<file path="src/rtl/sdcs_ram.sv">
// Generic simple dual-port RAM with registered read.
`default_nettype none

module sdcs_ram #(
  parameter int unsigned WIDTH = 8,
  parameter int unsigned DEPTH = 16
) (
  input  wire logic                     clk_i,
  input  wire logic                     we_i,
  input  wire logic [$clog2(DEPTH)-1:0] waddr_i,
  input  wire logic [WIDTH-1:0]         wdata_i,
  input  wire logic [$clog2(DEPTH)-1:0] raddr_i,
  output      logic [WIDTH-1:0]         rdata_o
);

  logic [WIDTH-1:0] mem_q [DEPTH];

  always_ff @(posedge clk_i) begin
    if (we_i) begin
      mem_q[waddr_i] <= wdata_i;
    end
    rdata_o <= mem_q[raddr_i];
  end

endmodule

`default_nettype wire

</file>
<file path="config.mk">
export PLATFORM = sky130hd
export DESIGN_NAME = sdcs_ram
export DESIGN_NICKNAME = d
export VERILOG_FILES = /design/src/rtl/sdcs_ram.sv
export SDC_FILE = /design/constraint.sdc
export NUM_CORES = 1
export LEC_CHECK = 0
export BUFFER_PORTS_ARGS = -buffer_cell sky130_fd_sc_hd__buf_2
export CORE_MARGIN = 4
export CORE_UTILIZATION = 53
export CTS_BUF_LIST = sky130_fd_sc_hd__clkbuf_4 sky130_fd_sc_hd__clkbuf_8
export CTS_CLUSTER_SIZE = 30
export DETAILED_ROUTE_END_ITERATION = 16
export PLACE_DENSITY = 0.71
export RECOVER_POWER = 100
export SLEW_MARGIN = 20
export SYNTH_ARGS = -nofsm -noshare
export SYNTH_HDL_FRONTEND = slang
export SYNTH_SLANG_ARGS = --single-unit
</file>
<file path="constraint.sdc">
create_clock -name clk_i -period 3.8 [get_ports clk_i]
set_clock_uncertainty 0.2 [all_clocks]
set_input_delay 0.57 -clock clk_i [delete_from_list [all_inputs] [get_ports clk_i]]
set_output_delay 0.57 -clock clk_i [all_outputs]
set_load 0.005 [all_outputs]
</file>
# ---- Word level (Yosys, flattened, before mapping)
# Memories as Yosys holds them, arrays and structs flattened. A register that Yosys moved wholly into a read port is not among the register bits.
# Cells that the tools add are included.
dict set report classes {
  add_sub_neg 0
  mul 0
  div_mod_pow 0
  magnitude_cmp 0
  eq_ne 0
  shift 0
  n_mux 2
  bitwise_logic 0
  reduce_logical 0
}
# operator n
set ops {}
lappend ops {{$mux 1} 2}
dict set report totals {
  register_bits 0
  latch_bits 0
  mem_bits_rw 128
  rom_bits 0
  in_bits 18
  output_inout_bits 8
  elab_cells 3
  mem_count 1
}
# name depth width rd rd_ports_with_merged_regs write_ports line_no
set mem_list {}
lappend mem_list {mem_q 16 8 1 1 1 16} ;# logic [WIDTH-1:0] mem_q [DEPTH];

# ---- Longest topological paths before layout
# Gate-level depths: netlist of run 1.
dict set report logic_depth {
  word_depth 2
  mapped_depth 5
  ltp_nobuf 3
}

# ---- Worst setup path before layout of run 1
# Ideal clock, no wire load.
dict set report synth_timing {
  path_kind {input to register}
  start {in waddr_i[2]}
  end {mem mem_q[0][0], enable pin}
  setup_ns 0.383
  arrival_ns 1.680
  required_ns 3.217
  slack_ns 1.537
  cell_stages 2
  n_path_buf 0
  path_cell_list {or3b_2 > nor3_1}
}
# element line_no
set synth_lines {}
lappend synth_lines {{start, declared} 10} ;# input wire logic [$clog2(DEPTH)-1:0] waddr_i,
lappend synth_lines {{end, declared} 16}
# Straight into the memory's write port.

==> results.toml, run 1 <==
[outcome]
status = "complete, but fails checks"
violations = "capacitance limit, slew limit"

[global_routing]
grt_pass1_wl_mm = 14.5
overflow = 0
grt_usage_pct = 18.3
grt_pass1_vias = 2390
grt_antenna_before_repair = 0
grt_max_degree = 33

[critical_path]
cp-end-kind = "flip-flop"
cp_slowest_cell = "clkbuf_1"
path_class = "in -> reg"
rrSetupSlack_ns = 2.20
reg2reg_from = "mem_q[11][6]"
crit_path_start_kind = "input pin"
worstReg2RegEnd = "rdata_o[6]"
worstRegToRegCells = 3
slowest_delay_ns = 1.34
worstPathArrival_ns = 2.83
crit_chain = "clkbuf_1 > mux4_2 > a22oi_1 > nand2_1"
crit_path_max_fanout = 32
cp.required_ns = 3.88

[route]
drt_iter0_drc = 209
vias = 2436
vias_per_cell = 5.93
final_antenna_net_count = 0
drc_errors = 0
routed_wl_mm = 9.59
post_drt_wl_per_cell_um = 23.3
dr.pass1.iters = 5

[sta]
slew_violations = 33
rsz0062_at_grt = "false"
period_minus_slack_ns = 2.75
hold_ws_ns = 0.433
hold_viol = 0
worst_slew_pin_slew_ns = 1.92
fmax_mhz = 364
setup_viol = 0
relSlewSlack_pct = -28.1
finalSetupTns_ns = 0
layout_setup_ws_ns = 1.05
fin_crit_sh_pct = 72.3

[cts]
cts_tree = "done"
post_cts_resized = 0
clock-root-buffer = "clkbuf_8"
numCtsBuffers = 17
htreeDepth = 4
cts.clk_slew.worst_paths_ns = 0.07
cts.sinks = 136
ctsHoldBuffers = 0
postCtsSetupBuffers = 0
worstSkewPairLatency_ns = 0.42
clock_path_buffers = 2

[die]
top_level_ports = 26
start_util_pct = 55.2
die-area_sq_um = 11400
die_h_um = 107
fp.dieW_um = 107
num_rows = 35
fp.coreArea_sq_um = 9330

[synth]
synth_adder_area_share_pct = 0
netlist_area_sq_um = 5150
avgSynthCellArea_sq_um = 22.5
synth_top_family_by_area = "multiplexers"
synth_mux_area_share_pct = 15.0
syn_nets = 247
dominantRegCellSynth = "edfxtp_1"
syn_inst = 229
yosysMostFrequentCell = "edfxtp_1"
synth_edf_count = 128
ys_async_sr_fraction_pct = 0
synth_cell_type_count = 19
synthXorXnorAreaFrac_pct = 0
yosys-top-cells-count = "edfxtp_1, mux4_2, a22oi_1"
synthTopCellsByArea = "edfxtp_1, mux4_2, mux4_1"
yosysTopAreaCell = "edfxtp_1"
synth_warnings = 0
ys_seq_elements = 136
synth_compound_area_share_pct = 2.33
yosysSeqAreaShare_pct = 77.8
synth-simple-area-share_pct = 3.18
synth_top_area_share_pct = 74.7

[power]
max-vdd-ir-drop_mv = 0.290
clock_power_share_pct = 38.5
p_per_area_nw_per_um2 = 518
pwr-share-seq_pct = 56.6
p_int_mw = 2.36
netSwitchingPower_mw = 0.619
p_leak_nw = 1.86
power_mw = 2.98
swShare_pct = 20.8
combPwrFrac_pct = 4.8

[min_path]
hold_class = "in -> reg"
holdPathStages = 2
hold_path_end = "mem_q[4][1]"
min-delay-start = "waddr_i[0]"

[layout]
final_util_pct = 61.7
syn2layout_area_growth_pct = 11.7
instances_no_fill = 411
drive_gt1_share_pct = 22.0
layout.nets = 287
fin_area_sq_um = 5750
antenna_cells = 0
nFillCells = 668

[place]
dp_slack_ns = 1.23
dpl.cell_count = 379
gp_congestion = 0.751
port-buffer-count = 25
placed_area_sq_um = 5390
detailed_place_hpwl_mm = 5.95

[flow_run]
cap_viol_max_count = 1
critical path, delay by kind of cell:
| kind | cells | cell delay [ns] |
|---|---|---|
| buffers and inverters | 1 | 1.34 |
| AOI/OAI and AO/OA | 1 | 0.34 |
| and+or+nand+nor | 1 | 0.10 |
| muxes | 1 | 0.44 |
registers in the layout, indices dropped and copies added, names as in the netlist:
register,cells
mem_q,128
rdata_o,8
kinds of logic after synthesis:
logic type,count (synthesis)
compound gates,16
flops,136
buf+inv,10
simple gates,35
mux,32
power groups by stage:
stage               Sequential, mW  Combinational [mW]  Clock (mW)
floorplan                     1.72              0.0851           0
global placement              1.72               0.143           0
detailed placement            1.72               0.147           0
CTS                           1.69               0.147        1.16
global route                  1.69               0.157        1.24
finish                        1.69               0.144        1.15
cells in the final DEF, fill, tap and decap left out, types with 3 or more instances in the layout:
master      instances
clkbuf_4            3
clkinv_2            3
buf_2               9
nor3_1              4
nor2_1             13
a22oi_1            16
edfxtp_1          128
dfxtp_1             8
nand2_1             9
clkinvlp_4          3
clkbuf_8           18
mux4_1             14
clkbuf_1           20
mux4_2             18
layout make-up:
| class | count | area [sq um] | share of cell area, % |
|---|---|---|---|
| multi-input combinational | 83 | 1060 | 18.4 |
| clock buffer | 21 | 270 | 4.70 |
| tap | 129 | 161 | 2.81 |
| clock inverter | 11 | 124 | 2.15 |
| sequential | 136 | 4000 | 69.6 |
| timing repair buffer | 31 | 135 | 2.35 |
metal layers:
metal  wire [um]  GRT usage, %
met5           0             0
met4          74          5.30
met3         628          4.55
met2        4650          27.0
met1        4240          27.5
worst max path at each step:
stage	from	end	slack, ns
2_1_floorplan	waddr_i[2]	mem_q[0][0]	1.54
4_1_cts	waddr_i[2]	mem_q[2][5]	1.68
6_report	raddr_i[1]	rdata_o[6]	1.05
3_3_place_gp	raddr_i[0]	rdata_o[2]	1.25
3_5_place_dp	waddr_i[2]	mem_q[2][0]	1.23
5_1_grt	raddr_i[1]	rdata_o[6]	0.93
(Power assumes the default switching activity.)
==> run 2, diff against run 1 <==
--- a/config.mk
+++ b/config.mk
@@ -11,7 +11,7 @@
 export CTS_BUF_LIST = sky130_fd_sc_hd__clkbuf_4 sky130_fd_sc_hd__clkbuf_8
 export CTS_CLUSTER_SIZE = 30
 export DETAILED_ROUTE_END_ITERATION = 16
-export PLACE_DENSITY = 0.71
+export PLACE_DENSITY = 0.73
 export RECOVER_POWER = 100
 export SLEW_MARGIN = 20
 export SYNTH_ARGS = -nofsm -noshare
==> constraint.sdc (replaced) <==
create_clock -name clk_i -period 2.43 [get_ports clk_i]
set_clock_uncertainty 0.2 [all_clocks]
set_input_delay 0.3645 -clock clk_i [delete_from_list [all_inputs] [get_ports clk_i]]
set_output_delay 0.3645 -clock clk_i [all_outputs]
set_load 0.005 [all_outputs]
==> run 2 against run 1 <==
Net effect:
- the flow now finishes without violations
- sequential share of layout area is 0.18 points lower
- utilization is 0.16 points higher
- combinational power is 51% higher
- largest power group unchanged
- critical path type unchanged
- largest cell class unchanged
- routed wire length is 7.2% lower
- die area stayed put
- register-to-register slack worse by 1.3 ns
- critical path depth is 1 higher
- global-route usage is 1.1 points lower
- non-clock buffer count is 14 higher
- sequential power is 56% higher
- final cell count is 3.4% higher
==> results.toml, run 2 (synthesized netlist as in run 1, its figures left out) <==
[outcome]
status = "complete, no violations"

[cts]
numCtsBuffers = 17
cts.sinks = 136
htreeDepth = 4
clock_path_buffers = 2
clock-root-buffer = "clkbuf_8"
post_cts_resized = 0
cts_tree = "done"
worstSkewPairLatency_ns = 0.42
cts.clk_slew.worst_paths_ns = 0.07
ctsHoldBuffers = 0
postCtsSetupBuffers = 0

[layout]
final_cell_mix = "edfxtp_1, clkbuf_1, mux4_2, clkbuf_8, a22oi_1"
largestRegisters = "mem_q x128, rdata_o x8"
largest_reg_flops = 128
antenna_cells = 0
largest-register = "mem_q"
syn2layout_area_growth_pct = 12.0
nFillCells = 651
drive_gt1_share_pct = 19.6
layout.nets = 301
register_area_sq_um = 4000
multi_input_area_sq_um = 1060
final_common_cell = "edfxtp_1"

[route]
vias_per_cell = 5.59
drt_iter0_drc = 183
post_drt_wl_per_cell_um = 20.9
final_antenna_net_count = 0
vias = 2377
dr.pass1.iters = 4
routed_wl_mm = 8.90
drc_errors = 0

[sta]
setup_viol = 0
rsz0062_at_grt = "false"
finalSetupTns_ns = 0
period_minus_slack_ns = 1.82
slew_violations = 0
worst_slew_pin_slew_ns = 0.750
relSlewSlack_pct = 49.9
fin_crit_sh_pct = 74.8
fmax_mhz = 550
hold_viol = 0

[critical_path]
cp.required_ns = 2.53
crit_path_start_kind = "input pin"
cp_slowest_cell = "mux4_2"
cp-end-kind = "flip-flop"
crit_buf_inv = 2
slowest_delay_ns = 0.58
worstPathArrival_ns = 1.91
cpLargestDelayFamily = "multiplexers"
rrSetupSlack_ns = 0.87
crit_chain = "buf_2 > clkbuf_4 > mux4_2 > a22oi_1 > nand2_1"
crit_path_max_fanout = 32
path_class = "in -> reg"

[die]
top_level_ports = 26
num_rows = 35
start_util_pct = 55.2
fp.dieW_um = 107
die-area_sq_um = 11400
fp.coreArea_sq_um = 9330
die_h_um = 107

[global_routing]
grt_antenna_before_repair = 1
grt_pass1_vias = 2524
overflow = 0
grt_max_degree = 33
grt_pass1_wl_mm = 13.9
grt_usage_pct = 17.2

[flow_run]
cap_viol_max_count = 0

[power]
power_mw = 4.44
max-vdd-ir-drop_mv = 0.310
p_leak_nw = 1.86
p_per_area_nw_per_um2 = 770

[place]
detailed_place_hpwl_mm = 5.98
port-buffer-count = 25
gp_congestion = 0.744

[min_path]
hold_class = "in -> reg"
## run 2: cell types whose count changed in the layout (fill, tap and decap cells not counted), moves of 2 or more
cell      delta
buf_2        -2
clkbuf_1    +14
clkinv_4     +2
clkinv_1     +4
## run 2: final timing paths
path | startpoint | endpoint | depth (start not counted)
setup reg to reg | mem_q[10][6] | rdata_o[6] | 3
hold / removal | wdata_i[2] | mem_q[4][2] | 1
hold reg to reg | mem_q[4][1] | rdata_o[1] | 3
setup / recovery | raddr_i[0] | rdata_o[6] | 5
## run 2: routing by layer
metal  vias up  routed length (um)  global-route usage (%)
met5         -                   8                       0
met4         2                 155                    7.31
met3        12                 500                    4.80
met2        67                4600                    27.9
met1      1216                3640                    22.1
li1       1080                   -                       -
## run 2: power by group
part | internal [mW] | switching [mW]
Combinational | 0.0916 | 0.125
Clock | 0.803 | 0.782
Sequential | 2.62 | 0.0172
Total | 3.52 | 0.925
## run 2: layout make-up
| class | instances | area share, % |
|---|---|---|
| sequential | 136 | 69.4 |
| multi-input combinational | 83 | 18.3 |
| clock buffer | 18 | 4.19 |
| timing repair buffer | 45 | 3.34 |
| tap | 129 | 2.80 |
| clock inverter | 14 | 1.91 |
## run 2: stage by stage
step                hold slack [ns]  cells  area [sq um]  setup slack, ns  utilization, %
global route                  0.271    425          5770            0.464            61.8
detailed placement            0.460    393          5510            0.443            59.1
CTS                           0.100    425          5860            0.862            62.8
finish                        0.253    425          5770            0.612            61.8
global placement              0.453    393          5510            0.460            59.1
floorplan                     0.263    229          5150            0.373               -
==> run 3, diff against run 2 <==
--- a/config.mk
+++ b/config.mk
@@ -11,7 +11,7 @@
 export CTS_BUF_LIST = sky130_fd_sc_hd__clkbuf_4 sky130_fd_sc_hd__clkbuf_8
 export CTS_CLUSTER_SIZE = 30
 export DETAILED_ROUTE_END_ITERATION = 16
-export PLACE_DENSITY = 0.73
+export PLACE_DENSITY = 0.71
 export RECOVER_POWER = 100
 export SLEW_MARGIN = 20
 export SYNTH_ARGS = -nofsm -noshare
==> constraint.sdc (replaced) <==
create_clock -name clk_i -period 1.8 [get_ports clk_i]
set_clock_uncertainty 0.2 [all_clocks]
set_input_delay 0.27 -clock clk_i [delete_from_list [all_inputs] [get_ports clk_i]]
set_output_delay 0.27 -clock clk_i [all_outputs]
set_load 0.005 [all_outputs]
==> run 3 against run 2 <==
Net effect:
- sequential share of layout area fell by 1.9 points
- combinational power up 49%
- global-route usage grew 1.1 points
- register-to-register slack worse by 0.62 ns
- routed wire length rose by 4.0%
- largest power group unchanged
- die area unchanged
- highest routed layer is now met4
- sequential cell count is the same
==> results.toml, run 3 (synthesized netlist as in run 1, its figures left out) <==
[critical_path]
worstPathArrival_ns = 1.51
critPathMostFrequentCell = "clkbuf_1"
path_class = "in -> reg"
cp-end-kind = "flip-flop"
crit_path_start_kind = "input pin"
slowest_delay_ns = 0.51
cp_slowest_cell = "or3b_2"
worstReg2RegEnd = "rdata_o[6]"
cp.required_ns = 1.66
worstRegToRegCells = 3
rrSetupSlack_ns = 0.25
reg2reg_from = "mem_q[11][6]"
crit_path_max_fanout = 8
crit_chain = "clkbuf_1 > or3b_2 > nor2_1 > clkbuf_1"

[sta]
rsz0062_at_grt = "false"
fin_crit_sh_pct = 91.5
hold_viol = 0
setup_viol = 0
fmax_mhz = 607
slew_violations = 0
period_minus_slack_ns = 1.65
worst_slew_pin_slew_ns = 0.719
relSlewSlack_pct = 52.1
hold_ws_ns = 0.192

[place]
gp_congestion = 0.734
port-buffer-count = 25
detailed_place_hpwl_mm = 6.15

[route]
dr.pass1.iters = 4
vias = 2447
routed_wl_mm = 9.26
post_drt_wl_per_cell_um = 21.5
drt_iter0_drc = 161
final_antenna_net_count = 0
vias_per_cell = 5.68
drc_errors = 0

[cts]
post_cts_resized = 0
clock-root-buffer = "clkbuf_8"
htreeDepth = 4
cts.sinks = 136
cts.clk_slew.worst_paths_ns = 0.08
cts_tree = "done"
worstSkewPairLatency_ns = 0.43
numCtsBuffers = 17
clock_path_buffers = 2

[global_routing]
grt_pass1_wl_mm = 14.8
grt_usage_pct = 18.3
overflow = 0
grt_antenna_before_repair = 0
grt_pass1_vias = 2608
grt_max_degree = 18

[min_path]
hold_path_end = "mem_q[1][7]"
min-delay-start = "wdata_i[7]"
holdPathStages = 1
hold_class = "in -> reg"

[layout]
final_common_cell = "edfxtp_1"
syn2layout_area_growth_pct = 15.1
largest_reg_flops = 128
antenna_cells = 0
layout.nets = 307
nFillCells = 627
largest-register = "mem_q"
drive_gt1_share_pct = 23.8
largestRegisters = "mem_q x128, rdata_o x8"
final_cell_mix = "edfxtp_1, clkbuf_1, mux4_2, clkbuf_8, a22oi_1"

[power]
p_per_area_nw_per_um2 = 1080
max-vdd-ir-drop_mv = 0.398
p_leak_nw = 1.95
power_mw = 6.43

[die]
start_util_pct = 55.2
top_level_ports = 26
fp.dieW_um = 107
fp.coreArea_sq_um = 9330
die_h_um = 107
die-area_sq_um = 11400
num_rows = 35

[flow_run]
cap_viol_max_count = 0

[outcome]
status = "complete, no violations"
run 3: worst max-delay path, delay by kind of cell:
kind                   cells  cell delay, ns
buffers and inverters      2            0.62
and+or+nand+nor            2            0.63
run 3: per-stage QoR:
stage          TNS (ns)  util [%]  cells  area (sq um)  setup WS (ns)
2_1_floorplan         0         -    229          5150         0.0639
3_3_place_gp     -0.397      59.7    397          5570         -0.110
6_report              0      63.5    431          5930          0.153
5_1_grt               0      63.5    431          5930          0.110
3_5_place_dp     -0.448      59.7    397          5570         -0.132
4_1_cts               0      64.4    431          6000          0.233
run 3: metal layers:
metal,routed length [um],up-vias,global-route usage (%)
met5,0,-,0
met4,181,0,8.31
met3,452,13,4.68
met2,4590,63,28.6
met1,4030,1278,24.5
li1,-,1093,-
run 3: what timing repair did:
item	4_1_cts	5_1_grt
endpoints found under the setup margin	0	0
hold buffers	2	0
endpoints found under the hold margin	17	0
buffers inserted	0	0
run 3: worst max path at each step:
stage / start / end / slack, ns / cells past startpoint
after detailed placement: raddr_i[0] / rdata_o[1] / -0.13 / 5
after global routing: we_i / mem_q[3][2] / 0.11 / 4
after CTS: mem_q[11][6] / rdata_o[6] / 0.23 / 3
after global placement: raddr_i[0] / rdata_o[1] / -0.11 / 5
final: we_i / mem_q[3][2] / 0.15 / 4
after floorplan: waddr_i[2] / mem_q[3][0] / 0.06 / 2
run 3: report_power, final:
group | switching, mW | internal [mW] | total, mW
clock network | 1.15 | 1.39 | 2.54
registers | 0.0222 | 3.54 | 3.56
logic | 0.179 | 0.144 | 0.323
total | 1.35 | 5.07 | 6.43
run 3: cell type report:
| type | instances | area, sq um | share of cell area, % |
|---|---|---|---|
| Clock inverter | 14 | 171 | 2.89 |
| Sequential cell | 136 | 4000 | 67.6 |
| Tap cell | 129 | 161 | 2.72 |
| Clock buffer | 18 | 241 | 4.08 |
| Multi-Input combinational cell | 83 | 1060 | 17.8 |
| Timing Repair Buffer | 51 | 290 | 4.90 |
