===== config.mk =====
export PLATFORM = sky130hd
export DESIGN_NAME = sdcs_rem
export DESIGN_NICKNAME = d
export VERILOG_FILES = /design/src/rtl/sdcs_pkg.sv /design/src/rtl/sdcs_rem.sv
export SDC_FILE = /design/constraint.sdc
export NUM_CORES = 1
export LEC_CHECK = 0
export BUFFER_PORTS_ARGS = -buffer_cell sky130_fd_sc_hd__buf_4
export CAP_MARGIN = 10
export CORE_MARGIN = 3
export CORE_UTILIZATION = 61
export DETAILED_ROUTE_END_ITERATION = 10
export GPL_ROUTABILITY_DRIVEN = 0
export PLACE_DENSITY = 0.88
export SLEW_MARGIN = 20
export SYNTH_ARGS = -nofsm -noshare
export SYNTH_HDL_FRONTEND = slang
export SYNTH_SLANG_ARGS = --single-unit

===== constraint.sdc =====
create_clock -name clk_i -period 6.94 [get_ports clk_i]
set_input_delay 0.347 -clock clk_i [delete_from_list [all_inputs] [get_ports clk_i]]
set_output_delay 0.347 -clock clk_i [all_outputs]
set_load 0.02 [all_outputs]

===== src/rtl/sdcs_pkg.sv =====
// Shared constants, types and register codes for the static defect cell suppressor.
`default_nettype none

package sdcs_pkg;

  localparam int unsigned MAX_REPORTS  = 64;
  localparam int unsigned CELL_ENTRIES = 64;
  localparam int unsigned CAMERAS      = 4;   // power of two: camera index wraps by bit select

  localparam int unsigned RPT_AW  = $clog2(MAX_REPORTS);
  localparam int unsigned RPT_CW  = $clog2(MAX_REPORTS + 1);
  localparam int unsigned CE_W    = $clog2(CELL_ENTRIES);
  localparam int unsigned CE_CW   = $clog2(CELL_ENTRIES + 1);
  localparam int unsigned CAM_W   = (CAMERAS > 1) ? $clog2(CAMERAS) : 1;
  localparam int unsigned TBL_AW  = CAM_W + CE_W;
  localparam int unsigned TBL_D   = CAMERAS * CELL_ENTRIES;

  localparam int unsigned CRD_W   = 12;
  localparam int unsigned TAG_W   = 32;
  localparam int unsigned CNT_W   = 16;
  localparam int unsigned FTOT_W  = 32;

  localparam int unsigned IN_DW   = 64;   // camera, pos_x, pos_y, defect_tag
  localparam int unsigned OUT_DW  = 56;   // out_x, out_y, out_tag
  localparam int unsigned OUT_UW  = 3;    // heartbeat, none_kept, overflow
  localparam int unsigned CFG_IW  = 8;
  localparam int unsigned CFG_DW  = 16;

  // remainder unit widths
  localparam int unsigned REM_DW  = 32;
  localparam int unsigned REM_SW  = 16;
  localparam int unsigned REM_CW  = $clog2(REM_DW + 1);

  localparam logic [CNT_W-1:0]  COUNT_MAX    = '1;
  localparam logic [FTOT_W-1:0] EARLY_FRAMES = 32'd5;

  localparam logic [CFG_IW-1:0] REG_MIN_STREAK = 8'd0;
  localparam logic [CFG_IW-1:0] REG_CELL_SIZE  = 8'd1;
  localparam logic [CFG_IW-1:0] REG_COOLDOWN   = 8'd2;
  localparam logic [CFG_IW-1:0] REG_HB_IVAL    = 8'd3;

  localparam logic [0:0] KIND_REPORT    = 1'b0;
  localparam logic [0:0] KIND_FRAME_END = 1'b1;

  typedef struct packed {
    logic [CE_W-1:0]  slot;
    logic             track;
    logic [CRD_W-1:0] qy;
    logic [CRD_W-1:0] qx;
    logic [TAG_W-1:0] tag;
    logic [CRD_W-1:0] y;
    logic [CRD_W-1:0] x;
  } rep_t;

  typedef struct packed {
    logic             supp;
    logic [CRD_W-1:0] cx;
    logic [CRD_W-1:0] cy;
    logic [CNT_W-1:0] streak;
    logic [CNT_W-1:0] absent;
  } cell_t;

  typedef struct packed {
    logic             hb;
    logic             none;
    logic [TAG_W-1:0] tag;
    logic [CRD_W-1:0] y;
    logic [CRD_W-1:0] x;
  } res_t;

endpackage

`default_nettype wire


===== src/rtl/sdcs_rem.sv =====
// Iterative restoring remainder unit, one dividend bit per cycle.
`default_nettype none

module sdcs_rem (
  input  wire logic                         clk_i,
  input  wire logic                         rst_ni,
  input  wire logic                         start_i,
  input  wire logic [sdcs_pkg::REM_DW-1:0]  dividend_i,
  input  wire logic [sdcs_pkg::REM_SW-1:0]  divisor_i,
  output      logic                         done_o,
  output      logic [sdcs_pkg::REM_SW-1:0]  rem_o
);
  import sdcs_pkg::*;

  logic              busy_q;
  logic              done_q;
  logic [REM_CW-1:0] cnt_q;
  logic [REM_DW-1:0] dvd_q;
  logic [REM_SW-1:0] dvs_q;
  logic [REM_SW-1:0] r_q;
  logic [REM_SW:0]   trial;
  logic [REM_SW-1:0] r_d;

  always_comb begin
    trial = {r_q, dvd_q[REM_DW-1]};
    if (trial >= {1'b0, dvs_q}) begin
      r_d = REM_SW'(trial - {1'b0, dvs_q});
    end else begin
      r_d = trial[REM_SW-1:0];
    end
  end

  always_ff @(posedge clk_i or negedge rst_ni) begin
    if (!rst_ni) begin
      busy_q <= 1'b0;
      done_q <= 1'b0;
      cnt_q  <= '0;
    end else begin
      done_q <= 1'b0;
      if (start_i) begin
        busy_q <= 1'b1;
        cnt_q  <= REM_CW'(REM_DW);
      end else if (busy_q) begin
        cnt_q <= cnt_q - 1'b1;
        if (cnt_q == REM_CW'(1)) begin
          busy_q <= 1'b0;
          done_q <= 1'b1;
        end
      end
    end
  end

  always_ff @(posedge clk_i) begin
    if (start_i) begin
      dvd_q <= dividend_i;
      dvs_q <= divisor_i;
      r_q   <= '0;
    end else if (busy_q) begin
      dvd_q <= {dvd_q[REM_DW-2:0], 1'b0};
      r_q   <= r_d;
    end
  end

  assign done_o = done_q;
  assign rem_o  = r_q;

endmodule

`default_nettype wire


After elaboration in Yosys (flattened, before gate mapping)
Index checks and enable logic that the tools add are counted.
{"block": "op_classes", "n_eq_ne": 1, "mux": 11, "magnitude_cmp": 1, "n_reduce_logical": 1, "addsub": 2}
{"op": "2-to-1 mux 32 bit", "count": 2}
{"op": "greater-or-equal comparator 17 x 16 -> 1 bit", "count": 1}
{"op": "2-to-1 mux 16 bit", "count": 1}
{"op": "subtractor 16 bit", "count": 1}
{"op": "2-to-1 mux 6 bit", "count": 2}
{"op": "equality test 6 x 1 -> 1 bit (second input constant)", "count": 1}
{"op": "2-to-1 mux 1 bit", "count": 6}
{"op": "subtractor 6 x 1 -> 6 bit (second input constant)", "count": 1}
{"op": "nonzero test 2 bit", "count": 1}
{"block": "word_totals", "wordCells": 22, "output_inout_bits": 17, "input_bits": 51, "ff_bits": 72}

Longest topological paths before layout
Gate-level depths: netlist of the first run.
{"block": "depth", "word_depth": 4, "mapped_depth": 10, "mapped_depth_nobuf": 10}

Least setup slack after synthesis of the first run
No wires, ideal clock.
{"block": "synth_timing", "path_type": "register -> register", "from": "reg dvd_q[31]", "to": "reg r_q[14] (netlist: rem_o[14])", "setup_time_ns": 0.134, "synth_period_minus_slack_ns": 2.249, "required_ns": 6.806, "arrival_ns": 2.115, "slack_ns": 4.691, "path_buffers": 0, "stages_incl_launch_ff": 11, "path_cell_list": "edfxtp_1 -> inv_1 -> ha_1 -> inv_1 -> fa_1 -> a21oi_1 -> o211ai_1 -> a22oi_1 -> mux2_2 -> a211oi_1 -> o221ai_1"}
{"block": "synth_between", "elab_chain_cells": 2, "word_cells_on_any_way": 3, "cone_classes": "add/sub (1); order compare (1); mux (1)"}
{"item": "start: declaration", "line_no": "sdcs_rem.sv:18", "rtl": "logic [REM_DW-1:0] dvd_q;"}
{"item": "start signal: assignment", "line_no": "sdcs_rem.sv:55", "rtl": "dvd_q <= dividend_i;"}
{"item": "start signal: assignment", "line_no": "sdcs_rem.sv:59", "rtl": "dvd_q <= {dvd_q[REM_DW-2:0], 1'b0};"}
{"item": "subtractor 16 bit / greater-or-equal comparator 17 x 16 -> 1 bit (equally long branches)", "line_no": "sdcs_rem.sv:27, sdcs_rem.sv:26"}
{"item": "2-to-1 mux 16 bit *", "line_no": "sdcs_rem.sv:26", "rtl": "if (trial >= {1'b0, dvs_q}) begin"}
{"item": "end signal: assignment", "line_no": "sdcs_rem.sv:60", "rtl": "r_q <= r_d;"}
{"item": "end: declaration", "line_no": "sdcs_rem.sv:20", "rtl": "logic [REM_SW-1:0] r_q;"}
Every way passes the cells marked *; elsewhere a longest branch is shown, timed or not.
A chain may end at the register's enable or synchronous reset.

Final worst setup path of the first run
{"block": "layout_timing", "from": "reg dvd_q[31]", "to": "reg r_q[12] (netlist: rem_o[12])"}
Same word-level chain as after synthesis.

==> results of run 1 <==
-- logic make-up after synthesis --
group	count (synthesis)	synth area share [%]
buffers and inverters	44	4.97
muxes	34	9.30
AOI/OAI and AO/OA	79	15.8
DFF	72	47.8
and+or+nand+nor	92	12.5
adders and majority gates	19	5.98
xor gates and xnor gates	17	3.63
-- state kept, by name, indices dropped and copies added, names as in the netlist --
signal and cells:
busy_q 1, cnt_q 6, done_o 1, dvd_q 32
dvs_q 16, rem_o 16
-- report_power, final --
part	internal (mW)	switching [mW]
combinational	0.356	0.441
sequential	0.551	0.0694
clock	0.187	0.168
-- metrics by stage --
| step | std cells | utilization (%) |
|---|---|---|
| after CTS | 501 | 75.2 |
| after floorplan | 357 | - |
| after detailed placement | 484 | 71.8 |
| after global routing | 502 | 75.4 |
| after global placement | 484 | 71.8 |
| final | 502 | 75.4 |
-- worst register-to-register path, stage by stage (launching register included) --
cell	delay [ns]
sky130_fd_sc_hd__edfxtp_1	0.37
sky130_fd_sc_hd__inv_1	0.11
sky130_fd_sc_hd__ha_1	0.17
sky130_fd_sc_hd__inv_1	0.05
sky130_fd_sc_hd__fa_1	0.42
sky130_fd_sc_hd__nand3_1	0.14
sky130_fd_sc_hd__a21oi_1	0.13
sky130_fd_sc_hd__o31a_1	0.30
sky130_fd_sc_hd__nor4_1	0.44
sky130_fd_sc_hd__a21o_1	0.16
sky130_fd_sc_hd__a311oi_2	0.09
-- final cells by class --
cell class	count	area, um2	share of cell area (%)
Sequential cell	72	1960	40.5
Multi-Input combinational cell	241	1940	40.0
Timing Repair Buffer	71	539	11.1
Clock buffer	11	151	3.13
Tap cell	77	96.3	1.99
Inverter	25	93.8	1.94
Clock inverter	5	62.6	1.29
-- Yosys cell counts, drive strengths merged (3+ instances only) --
| cell | n | area [um2] |
|---|---|---|
| a21o | 14 | 109 |
| ha | 18 | 225 |
| a31oi | 5 | 31.3 |
| nand3 | 15 | 97.6 |
| nor2 | 25 | 93.8 |
| a21oi | 15 | 86.3 |
| mux2 | 33 | 372 |
| o211ai | 3 | 27.5 |
| nand2 | 14 | 62.6 |
| clkbuf | 11 | 42.5 |
| a211oi | 5 | 37.5 |
| xnor2 | 9 | 78.8 |
| dfxtp | 16 | 320 |
| buf | 8 | 67.6 |
| nor3 | 5 | 25.0 |
| xor2 | 8 | 70.1 |
| a311oi | 8 | 120 |
| o21ai | 11 | 55.1 |
| inv | 24 | 90.1 |
| nor4 | 6 | 52.6 |
| edfxtp | 48 | 1440 |
| nand2b | 6 | 37.5 |
| dfrtp | 8 | 200 |
| a211o | 3 | 27.5 |
| nand4 | 4 | 25.0 |
| and3 | 6 | 37.5 |
-- routing by layer --
layer	part of all wire (%)	GRT usage, %
met5	0	0
met2	48	37.1
met1	43	31.7
met4	2.0	7.97
met3	7.9	9.69
-- worst min path at each step --
stage,startpoint,to,slack [ns],depth (start not counted)
final,divisor_i[10],dvs_q[10],0.15,1
after floorplan,rst_ni,busy_q,0.05,0
after detailed placement,rst_ni,cnt_q[0],0.17,1
after CTS,divisor_i[10],dvs_q[10],0.14,1
after global placement,rst_ni,cnt_q[0],0.17,1
after global routing,divisor_i[3],dvs_q[3],0.13,1
-- timing repair --
| item | CTS | global route |
|---|---|---|
| hold endpoints to repair | 8 | 0 |
| setup buffers | 0 | 0 |
| hold buffers | 1 | 0 |
==> results by group, run 1 <==
Worst setup path
  – Library cell appearing most often on the critical path: sky130_fd_sc_hd__inv_1
  – Setup Crit Path Kind: register to register
  – Endpoint type of the worst setup path: register
  – CP startpoint: dvd_q[31]
  – Crit Reg-Reg Endpoint: rem_o[12]
  – Critical path startpoint category: register
  – Reg-to-reg setup timing slack: 4.41 ns
  – Max stage delay on crit path: 0.44 ns
  – Worst Path Max Fanout: 3
  – Worst path depth: 10
  – Crit path DAT: 2.75 ns
  – Endpoint required time on the critical path: 7.16 ns
  – Critical path, cell by cell: inv_1, ha_1, inv_1, fa_1, nand3_1, a21oi_1, o31a_1, nor4_1, a21o_1, a311oi_2
  – Launching point of the worst reg2reg path: dvd_q[31]
  – Master of the slowest instance on the critical path: sky130_fd_sc_hd__nor4_1
  – Buffers plus inverters on the worst setup path: 2
  – Reg2reg path depth: 10
  – Top cell family by delay on the critical path: compound AO/OA/AOI/OAI gates
  – Critical Path End: rem_o[12]

Timing
  – Achievable frequency: 0.395 GHz
  – Unrepaired setup endpoints after global routing: no
  – Transition time of the tightest slew-check pin: 0.781 ns
  – Hold Worst Slack: 0.147 ns
  – Number of max-slew violations in the final report: 0
  – Final WS setup: 4.41 ns
  – Total count of hold-check failures in the final report: 0
  – Time the worst path needs with I/O delays and setup: 2.53 ns
  – Total Negative Setup Slacks: 0 ns
  – Final setup violation count: 0
  – Share of the cycle needed by the critical path after routing: 36.4%
  – Worst-case clock skew: 0.0128 ns
  – Worst relative slew slack: 48.0%

Power and ir drop
  – Max VDD drop: 220 uV
  – Pwr per Cell Area: 366 mW/mm2
  – Sum of internal, switching and leakage power: 1.77 mW
  – LEAKAGE: 2.07 nW

Die
  – Core area: 0.00642 mm2
  – Die ar.: 0.00775 mm2
  – Floorplan die height: 88.0 um
  – Boundary pin count: 68
  – Number of rows created at floorplan: 29
  – Initial cell density of the core: 63.9%
  – Floorplan die width: 88.0 um

Synth
  – Number of nets in the synthesized netlist: 427
  – Flip-flop and latch count after synthesis: 72
  – Share of the yosys chip area belonging to registers: 47.8%
  – Synth Warn #: 0
  – Dominant register cell in the synthesized netlist: sky130_fd_sc_hd__edfxtp_1
  – Post-synth cell types: 63
  – Synthesized area per cell: 11.5 um2
  – Post-Syn Instances: 357
  – Cell Area, Synth: 0.00410 mm2
  – Number of enable flip-flop cells after synthesis: 48
  – Share of synthesized flip-flops with an asynchronous set or reset: 11.1%

Final layout
  – Final Net Count: 490
  – Post-route design area: 0.00484 mm2
  – Antenna cell count: 0
  – Share of cells above drive strength 1: 34.1%
  – Commonest non-fill, non-tap cells in the layout: sky130_fd_sc_hd__buf_4 (69), sky130_fd_sc_hd__edfxtp_1 (48), sky130_fd_sc_hd__mux2_2 (33)
  – Synth-to-layout area growth: 18.0%
  – Leading cell type in the layout, fill and taps excluded: sky130_fd_sc_hd__buf_4
  – Number of inserted filler cells in the final layout: 407

GRT
  – Number of antenna violations at the first check in global routing: 0
  – Vias in the first global route: 2910
  – First-pass GRT wire length: 14.1 mm
  – Global routing usage summed across all routing layers: 24.3%
  – Maximum number of pins on one net before global-route repair: 65
  – Total congestion overflow after global routing: 0

Placement
  – Number of input and output port buffers inserted: 67
  – Post-Place Setup Slack: 4.27 ns
  – Estimated wirelength of the detail-placed design: 6.11 mm
  – Cell area after placement: 0.00461 mm2

Routing
  – Violation count after the first detailed-route iteration: 205
  – Drt first pass iters: 4
  – Via Count: 2998
  – Number of design rule violations left after detail routing: 0
  – Routed WL per cell: 17.2 um
  – ANT nets after route: 0
  – Post-detailed-route via-to-cell ratio: 5.97
  – Overall routed net length: 8.61 mm

Clocking
  – Number of H-tree levels: 3
  – TritonCTS buffer count: 9
  – Number of resized instances in the post-cts repair step: 0
  – Cell at the root of the clock tree: sky130_fd_sc_hd__clkbuf_8
  – CTS tree: built
  – Number of buffers between clock root and the deepest sink: 2
  – Clk slew on worst S/H paths: 0.09 ns
  – Clock net sink count: 72
  – Clk_lat worst skew: 0.37 ns

Job
  – Number of maximum-capacitance violations: 0

Status
  – Outcome: completed

Min path
  – Tightest Hold Check Type: input port to register
Note: power is estimated with default switching activity, not from simulation.
==> run 2, diff against run 1 <==
Settings changed: CORE_UTILIZATION 61 to 51, PLACE_DENSITY 0.88 to 0.79.
Clock period 6.94 ns to 2.1 ns, I/O delays scaled along.
==> results by group, run 2 (synthesized netlist as in run 1, its figures left out) <==
Die
  – Initial cell density of the core: 52.8% (was 63.9%)
  – Core area: 0.00777 mm2 (was 0.00642 mm2)
  – Floorplan die height: 95.7 um (was 88.0 um)
  – Die ar.: 0.00916 mm2 (was 0.00775 mm2)
  – Number of rows created at floorplan: 32 (was 29)
  – Floorplan die width: 95.7 um (was 88.0 um)
  – Boundary pin count: 68 (unchanged)

Timing
  – Unrepaired setup endpoints after global routing: yes (was no)
  – Achievable frequency: 0.440 GHz (was 0.395 GHz)
  – Worst relative slew slack: 66.7% (was 48.0%)
  – Share of the cycle needed by the critical path after routing: 108% (was 36.4%)
  – Worst-case clock skew: 0.0132 ns (was 0.0128 ns)
  – Final WS setup: -0.174 ns (was 4.41 ns)
  – Number of max-slew violations in the final report: 0 (unchanged)
  – Total Negative Setup Slacks: -1.42 ns (was 0 ns)
  – Final setup violation count: 16 (was 0)
  – Transition time of the tightest slew-check pin: 0.495 ns (was 0.781 ns)
  – Total count of hold-check failures in the final report: 0 (unchanged)
  – Time the worst path needs with I/O delays and setup: 2.27 ns (was 2.53 ns)

Placement
  – Cell area after placement: 0.00519 mm2 (was 0.00461 mm2)
  – Number of input and output port buffers inserted: 67 (unchanged)
  – Post-Place Setup Slack: -0.173 ns (was 4.27 ns)
  – Estimated wirelength of the detail-placed design: 7.05 mm (was 6.11 mm)

Final layout
  – Commonest non-fill, non-tap cells in the layout: sky130_fd_sc_hd__buf_4 (138), sky130_fd_sc_hd__edfxtp_1 (48), sky130_fd_sc_hd__mux2_2 (32) (was sky130_fd_sc_hd__buf_4 (69), sky130_fd_sc_hd__edfxtp_1 (48), sky130_fd_sc_hd__mux2_2 (33))
  – Synth-to-layout area growth: 50.8% (was 18.0%)
  – Max reg flops: 32 (unchanged)
  – Register ranked first by flip-flop count: dvd_q (unchanged)
  – Leading cell type in the layout, fill and taps excluded: sky130_fd_sc_hd__buf_4 (unchanged)
  – Post-route design area: 0.00619 mm2 (was 0.00484 mm2)
  – Final Net Count: 589 (was 490)
  – Antenna cell count: 0 (unchanged)
  – Share of cells above drive strength 1: 54.8% (was 34.1%)

Status
  – Violated checks: setup timing
  – Outcome: finished with violations (was completed)

Worst setup path
  – Reg2reg path depth: 10 (unchanged)
  – Setup Crit Path Kind: register to register (unchanged)
  – Worst Path Max Fanout: 4 (was 3)
  – Endpoint required time on the critical path: 2.36 ns (was 7.16 ns)
  – Endpoint type of the worst setup path: register (unchanged)
  – Crit path DAT: 2.53 ns (was 2.75 ns)
  – Critical path startpoint category: register (unchanged)

Clocking
  – Clk slew on worst S/H paths: 0.08 ns (was 0.09 ns)
  – TritonCTS buffer count: 9 (unchanged)
  – Number of buffers between clock root and the deepest sink: 2 (unchanged)
  – Cell at the root of the clock tree: sky130_fd_sc_hd__clkbuf_8 (unchanged)
  – Number of H-tree levels: 3 (unchanged)
  – Clock net sink count: 72 (unchanged)
  – Clk_lat worst skew: 0.36 ns (was 0.37 ns)
  – CTS tree: built (unchanged)

Routing
  – Post-detailed-route via-to-cell ratio: 6.11 (was 5.97)
  – ANT nets after route: 0 (unchanged)
  – Drt first pass iters: 5 (was 4)
  – Overall routed net length: 13.4 mm (was 8.61 mm)
  – Via Count: 3824 (was 2998)
  – Routed WL per cell: 21.3 um (was 17.2 um)
  – Violation count after the first detailed-route iteration: 348 (was 205)
  – Number of design rule violations left after detail routing: 0 (unchanged)

Power and ir drop
  – Max VDD drop: 690 uV (was 220 uV)
  – Pwr per Cell Area: 1280 mW/mm2 (was 366 mW/mm2)
  – Sum of internal, switching and leakage power: 7.90 mW (was 1.77 mW)
  – LEAKAGE: 2.64 nW (was 2.07 nW)

GRT
  – Total congestion overflow after global routing: 0 (unchanged)
  – Global routing usage summed across all routing layers: 26.9% (was 24.3%)
  – Vias in the first global route: 3789 (was 2910)
  – Number of antenna violations at the first check in global routing: 0 (unchanged)
  – First-pass GRT wire length: 18.4 mm (was 14.1 mm)
  – Maximum number of pins on one net before global-route repair: 36 (was 65)

Min path
  – Tightest Hold Check Type: input port to register (unchanged)
  – Hold Crit Depth: 2 (was 1)

Job
  – Number of maximum-capacitance violations: 0 (unchanged)
run 2: path summary, 6_finish.rpt:
kind	start	to	slack (ns)
min in group asynchronous	rst_ni	done_o	0.08
max in group asynchronous	rst_ni	busy_q	1.88
worst max register to register	dvs_q[6]	rem_o[12]	-0.17
worst max-delay path	dvs_q[6]	rem_o[12]	-0.17
worst min register to register	cnt_q[5]	cnt_q[5]	0.52
worst min-delay path	dividend_i[0]	dvd_q[0]	0.02
run 2: critical path, cell delays in order, from the launching register on:
cell and delay, ns:
sky130_fd_sc_hd__edfxtp_1 0.39, sky130_fd_sc_hd__inv_2 0.11, sky130_fd_sc_hd__ha_4 0.22, sky130_fd_sc_hd__buf_4 0.14, sky130_fd_sc_hd__buf_4 0.14, sky130_fd_sc_hd__o21ai_0 0.21
sky130_fd_sc_hd__nor2_1 0.14, sky130_fd_sc_hd__nor4_2 0.28, sky130_fd_sc_hd__nor4_1 0.12, sky130_fd_sc_hd__a21o_1 0.18, sky130_fd_sc_hd__a311oi_2 0.25
run 2: layout make-up:
cell class | count | area (um2)
clock buffer | 10 | 128
fill | 440 | 1580
tap | 102 | 128
timing repair buffer | 170 | 1460
multi-input combinational | 241 | 2340
sequential | 72 | 1970
clock inverter | 6 | 67.6
inverter | 25 | 93.8
run 2: per-stage QoR:
stage,hold WS [ns],instances,utilization (%)
after floorplan,-0.191,357,-
after global placement,-0.0744,571,66.8
after detailed placement,-0.0707,571,66.8
after CTS,0.0169,617,76.4
after global routing,0.0345,626,79.7
final,0.0211,626,79.7
run 2: timing repair:
action / CTS / global route
endpoints found under the setup margin: 16 / 16
resized for setup: 44 / 39
endpoints found under the hold margin: 24 / 0
cloned: 3 / 1
buffers inserted: 11 / 9
hold buffers: 17 / 0
pin swaps: 18 / 21
run 2: power breakdown:
part | internal, mW | switching, mW | leakage, nW
clock | 0.553 | 0.556 | 0.0929
combinational | 2.38 | 2.35 | 1.82
sequential | 1.83 | 0.227 | 0.728
total | 4.77 | 3.13 | 2.64
run 2: routing by layer:
layer | up-vias | routed length, um | part of all wire, % | GRT usage [%]
li1 | 1656 | - | - | -
met1 | 1843 | 5040 | 38 | 31.3
met2 | 251 | 6510 | 49 | 45.4
met3 | 74 | 1120 | 8.4 | 6.33
met4 | 0 | 692 | 5.2 | 15.0
met5 | - | 0 | 0 | 0
==> run 3, diff against run 2 <==
--- a/config.mk
+++ b/config.mk
@@ -13,2 +13,3 @@
 export GPL_ROUTABILITY_DRIVEN = 0
+export MAX_ROUTING_LAYER = met4
 export PLACE_DENSITY = 0.79
--- a/constraint.sdc
+++ b/constraint.sdc
@@ -3,2 +3,2 @@
 set_output_delay 0.105 -clock clk_i [all_outputs]
-set_load 0.02 [all_outputs]
+set_load 0.05 [all_outputs]
==> results by group, run 3 (synthesized netlist as in run 1, its figures left out) <==
Status
  – Outcome: finished with violations (unchanged)
  – Violated checks: setup timing (unchanged)

Job
  – Number of maximum-capacitance violations: 0 (unchanged)

Die
  – Boundary pin count: 68 (unchanged)
  – Core area: 0.00777 mm2 (unchanged)
  – Floorplan die width: 95.7 um (unchanged)
  – Number of rows created at floorplan: 32 (unchanged)
  – Die ar.: 0.00916 mm2 (unchanged)
  – Initial cell density of the core: 52.8% (unchanged)
  – Floorplan die height: 95.7 um (unchanged)

GRT
  – Total congestion overflow after global routing: 0 (unchanged)
  – Vias in the first global route: 3459 (was 3789)
  – Global routing usage summed across all routing layers: 25.4% (was 26.9%)
  – First-pass GRT wire length: 17.2 mm (was 18.4 mm)
  – Number of antenna violations at the first check in global routing: 0 (unchanged)
  – Maximum number of pins on one net before global-route repair: 36 (unchanged)

Timing
  – Unrepaired setup endpoints after global routing: yes (unchanged)
  – Number of max-slew violations in the final report: 0 (unchanged)
  – Worst relative slew slack: 69.0% (was 66.7%)
  – Achievable frequency: 0.442 GHz (was 0.440 GHz)
  – Total count of hold-check failures in the final report: 0 (unchanged)
  – Time the worst path needs with I/O delays and setup: 2.26 ns (was 2.27 ns)
  – Worst-case clock skew: 0.0105 ns (was 0.0132 ns)
  – Final WS setup: -0.162 ns (was -0.174 ns)
  – Share of the cycle needed by the critical path after routing: 108% (about the same)
  – Final setup violation count: 12 (was 16)
  – Transition time of the tightest slew-check pin: 0.465 ns (was 0.495 ns)

Min path
  – Tightest Hold Check Type: input port to register (unchanged)
  – Hold Crit Depth: 2 (unchanged)

Worst setup path
  – Critical path startpoint category: register (unchanged)
  – Critical Path End: rem_o[12] (unchanged)
  – Endpoint type of the worst setup path: register (unchanged)
  – Endpoint required time on the critical path: 2.31 ns (was 2.36 ns)
  – Crit path DAT: 2.47 ns (was 2.53 ns)
  – Crit Reg-Reg Endpoint: rem_o[12] (unchanged)
  – CP startpoint: dvs_q[5] (was dvs_q[6])
  – Worst Path Max Fanout: 4 (unchanged)
  – Reg-to-reg setup timing slack: -0.16 ns (was -0.17 ns)
  – Launching point of the worst reg2reg path: dvs_q[5] (was dvs_q[6])
  – Setup Crit Path Kind: register to register (unchanged)
  – Reg2reg path depth: 9 (was 10)

Routing
  – Overall routed net length: 11.6 mm (was 13.4 mm)
  – Violation count after the first detailed-route iteration: 318 (was 348)
  – Number of design rule violations left after detail routing: 0 (unchanged)
  – Via Count: 3564 (was 3824)
  – ANT nets after route: 0 (unchanged)
  – Post-detailed-route via-to-cell ratio: 5.88 (was 6.11)
  – Drt first pass iters: 5 (unchanged)
  – Routed WL per cell: 19.1 um (was 21.3 um)

Final layout
  – Antenna cell count: 0 (unchanged)
  – Synth-to-layout area growth: 43.2% (was 50.8%)
  – Max reg flops: 32 (unchanged)
  – Leading cell type in the layout, fill and taps excluded: sky130_fd_sc_hd__buf_4 (unchanged)
  – Register ranked first by flip-flop count: dvd_q (unchanged)
  – Final Net Count: 569 (was 589)
  – Share of cells above drive strength 1: 52.2% (was 54.8%)
  – Area occupied by multi-input gates: 0.00224 mm2 (was 0.00234 mm2)
  – Final standard cell utilization of the core: 75.7% (was 79.7%)
  – Non-filler instance count after layout: 606 (was 626)
  – Sequential cell area: 0.00201 mm2 (was 0.00197 mm2)
  – Commonest non-fill, non-tap cells in the layout: sky130_fd_sc_hd__buf_4 (126), sky130_fd_sc_hd__edfxtp_1 (48), sky130_fd_sc_hd__mux2_2 (32) (was sky130_fd_sc_hd__buf_4 (138), sky130_fd_sc_hd__edfxtp_1 (48), sky130_fd_sc_hd__mux2_2 (32))
  – Number of inserted filler cells in the final layout: 493 (was 440)

Placement
  – Post-Place Setup Slack: -0.213 ns (was -0.173 ns)
  – Dpl cells: 559 (was 571)
  – Estimated wirelength of the detail-placed design: 7.02 mm (was 7.05 mm)
  – Number of input and output port buffers inserted: 67 (unchanged)

Clocking
  – Clk_lat worst skew: 0.35 ns (was 0.36 ns)
  – Number of buffers between clock root and the deepest sink: 2 (unchanged)
  – Cell at the root of the clock tree: sky130_fd_sc_hd__clkbuf_8 (unchanged)
  – TritonCTS buffer count: 9 (unchanged)
  – Clock net sink count: 72 (unchanged)
  – Clk slew on worst S/H paths: 0.08 ns (about the same)
  – CTS tree: built (unchanged)
  – Number of H-tree levels: 3 (unchanged)

Power and ir drop
  – Pwr per Cell Area: 1250 mW/mm2 (was 1280 mW/mm2)
  – LEAKAGE: 2.50 nW (was 2.64 nW)
  – Max VDD drop: 743 uV (was 690 uV)
==> run 3: cell count changes in the layout (fill, tap and decap cells not counted), moves of 3 or more <==
| cell | delta |
|---|---|
| sky130_fd_sc_hd__a21oi_2 | +3 |
| sky130_fd_sc_hd__a21oi_4 | -3 |
| sky130_fd_sc_hd__clkbuf_1 | +3 |
| sky130_fd_sc_hd__buf_6 | -6 |
| sky130_fd_sc_hd__ha_4 | -3 |
| sky130_fd_sc_hd__dfxtp_1 | -8 |
| sky130_fd_sc_hd__o21ai_0 | +4 |
| sky130_fd_sc_hd__o21ai_1 | -4 |
| sky130_fd_sc_hd__buf_4 | -12 |
| sky130_fd_sc_hd__dfxtp_4 | +10 |
==> run 3: worst min path at each step <==
stage	from	end	slack (ns)
after global placement	rst_ni	done_o	-0.07
after global routing	dividend_i[4]	dvd_q[4]	0.04
after floorplan	rst_ni	busy_q	-0.19
after CTS	dividend_i[9]	dvd_q[9]	0.04
after detailed placement	rst_ni	done_o	-0.07
final	dividend_i[7]	dvd_q[7]	0.05
==> run 3: report_power, final <==
group          switching (mW)  internal (mW)
Clock                   0.539          0.433
Combinational            2.25           2.01
Sequential              0.242           1.88
Total                    3.03           4.32
==> run 3: metrics by stage <==
step / hold WS, ns / total power, mW / setup TNS, ns / area (um2)
after CTS: 0.0366 / 6.96 / -0.283 / 5750
after detailed placement: -0.0727 / 5.61 / -0.860 / 5140
after global placement: -0.0731 / 5.52 / -0.193 / 5140
after floorplan: -0.191 / 4.41 / -0.0408 / 4190
after global routing: 0.0373 / 7.70 / -2.24 / 5880
final: 0.0481 / 7.36 / -0.766 / 5880
==> run 3: per-layer routing <==
metal,track usage (%),routed length (um),vias to the layer above
met5,-,0,-
met4,7.70,307,0
met3,5.63,657,38
met2,41.0,5790,165
met1,32.1,4850,1749
li1,-,-,1612
==> run 3: critical path, stage by stage (launching register included) <==
cell                       delay, ns
sky130_fd_sc_hd__edfxtp_1       0.41
sky130_fd_sc_hd__inv_1          0.15
sky130_fd_sc_hd__ha_4           0.23
sky130_fd_sc_hd__buf_4          0.14
sky130_fd_sc_hd__a211oi_1       0.24
sky130_fd_sc_hd__nor2_1         0.15
sky130_fd_sc_hd__o31a_1         0.28
sky130_fd_sc_hd__nor4_2         0.26
sky130_fd_sc_hd__a21o_1         0.16
sky130_fd_sc_hd__a311oi_2       0.10
==> run 3: repair_timing <==
action                                  CTS  global route
setup buffers                             9             3
endpoints found under the hold margin    24             0
hold buffers                             17             0
endpoints found under the setup margin   16            16
resized for setup                        31            20
pin swaps                                15             3
cloned                                    2             0
==> run 3: area by class of cell <==
| cell class | instances | area share, % |
|---|---|---|
| Clock inverter | 3 | 0.341 |
| Timing Repair Buffer | 150 | 21.3 |
| Tap cell | 102 | 2.17 |
| Clock buffer | 13 | 2.36 |
| Inverter | 25 | 1.60 |
| Multi-Input combinational cell | 241 | 38.1 |
| Sequential cell | 72 | 34.1 |
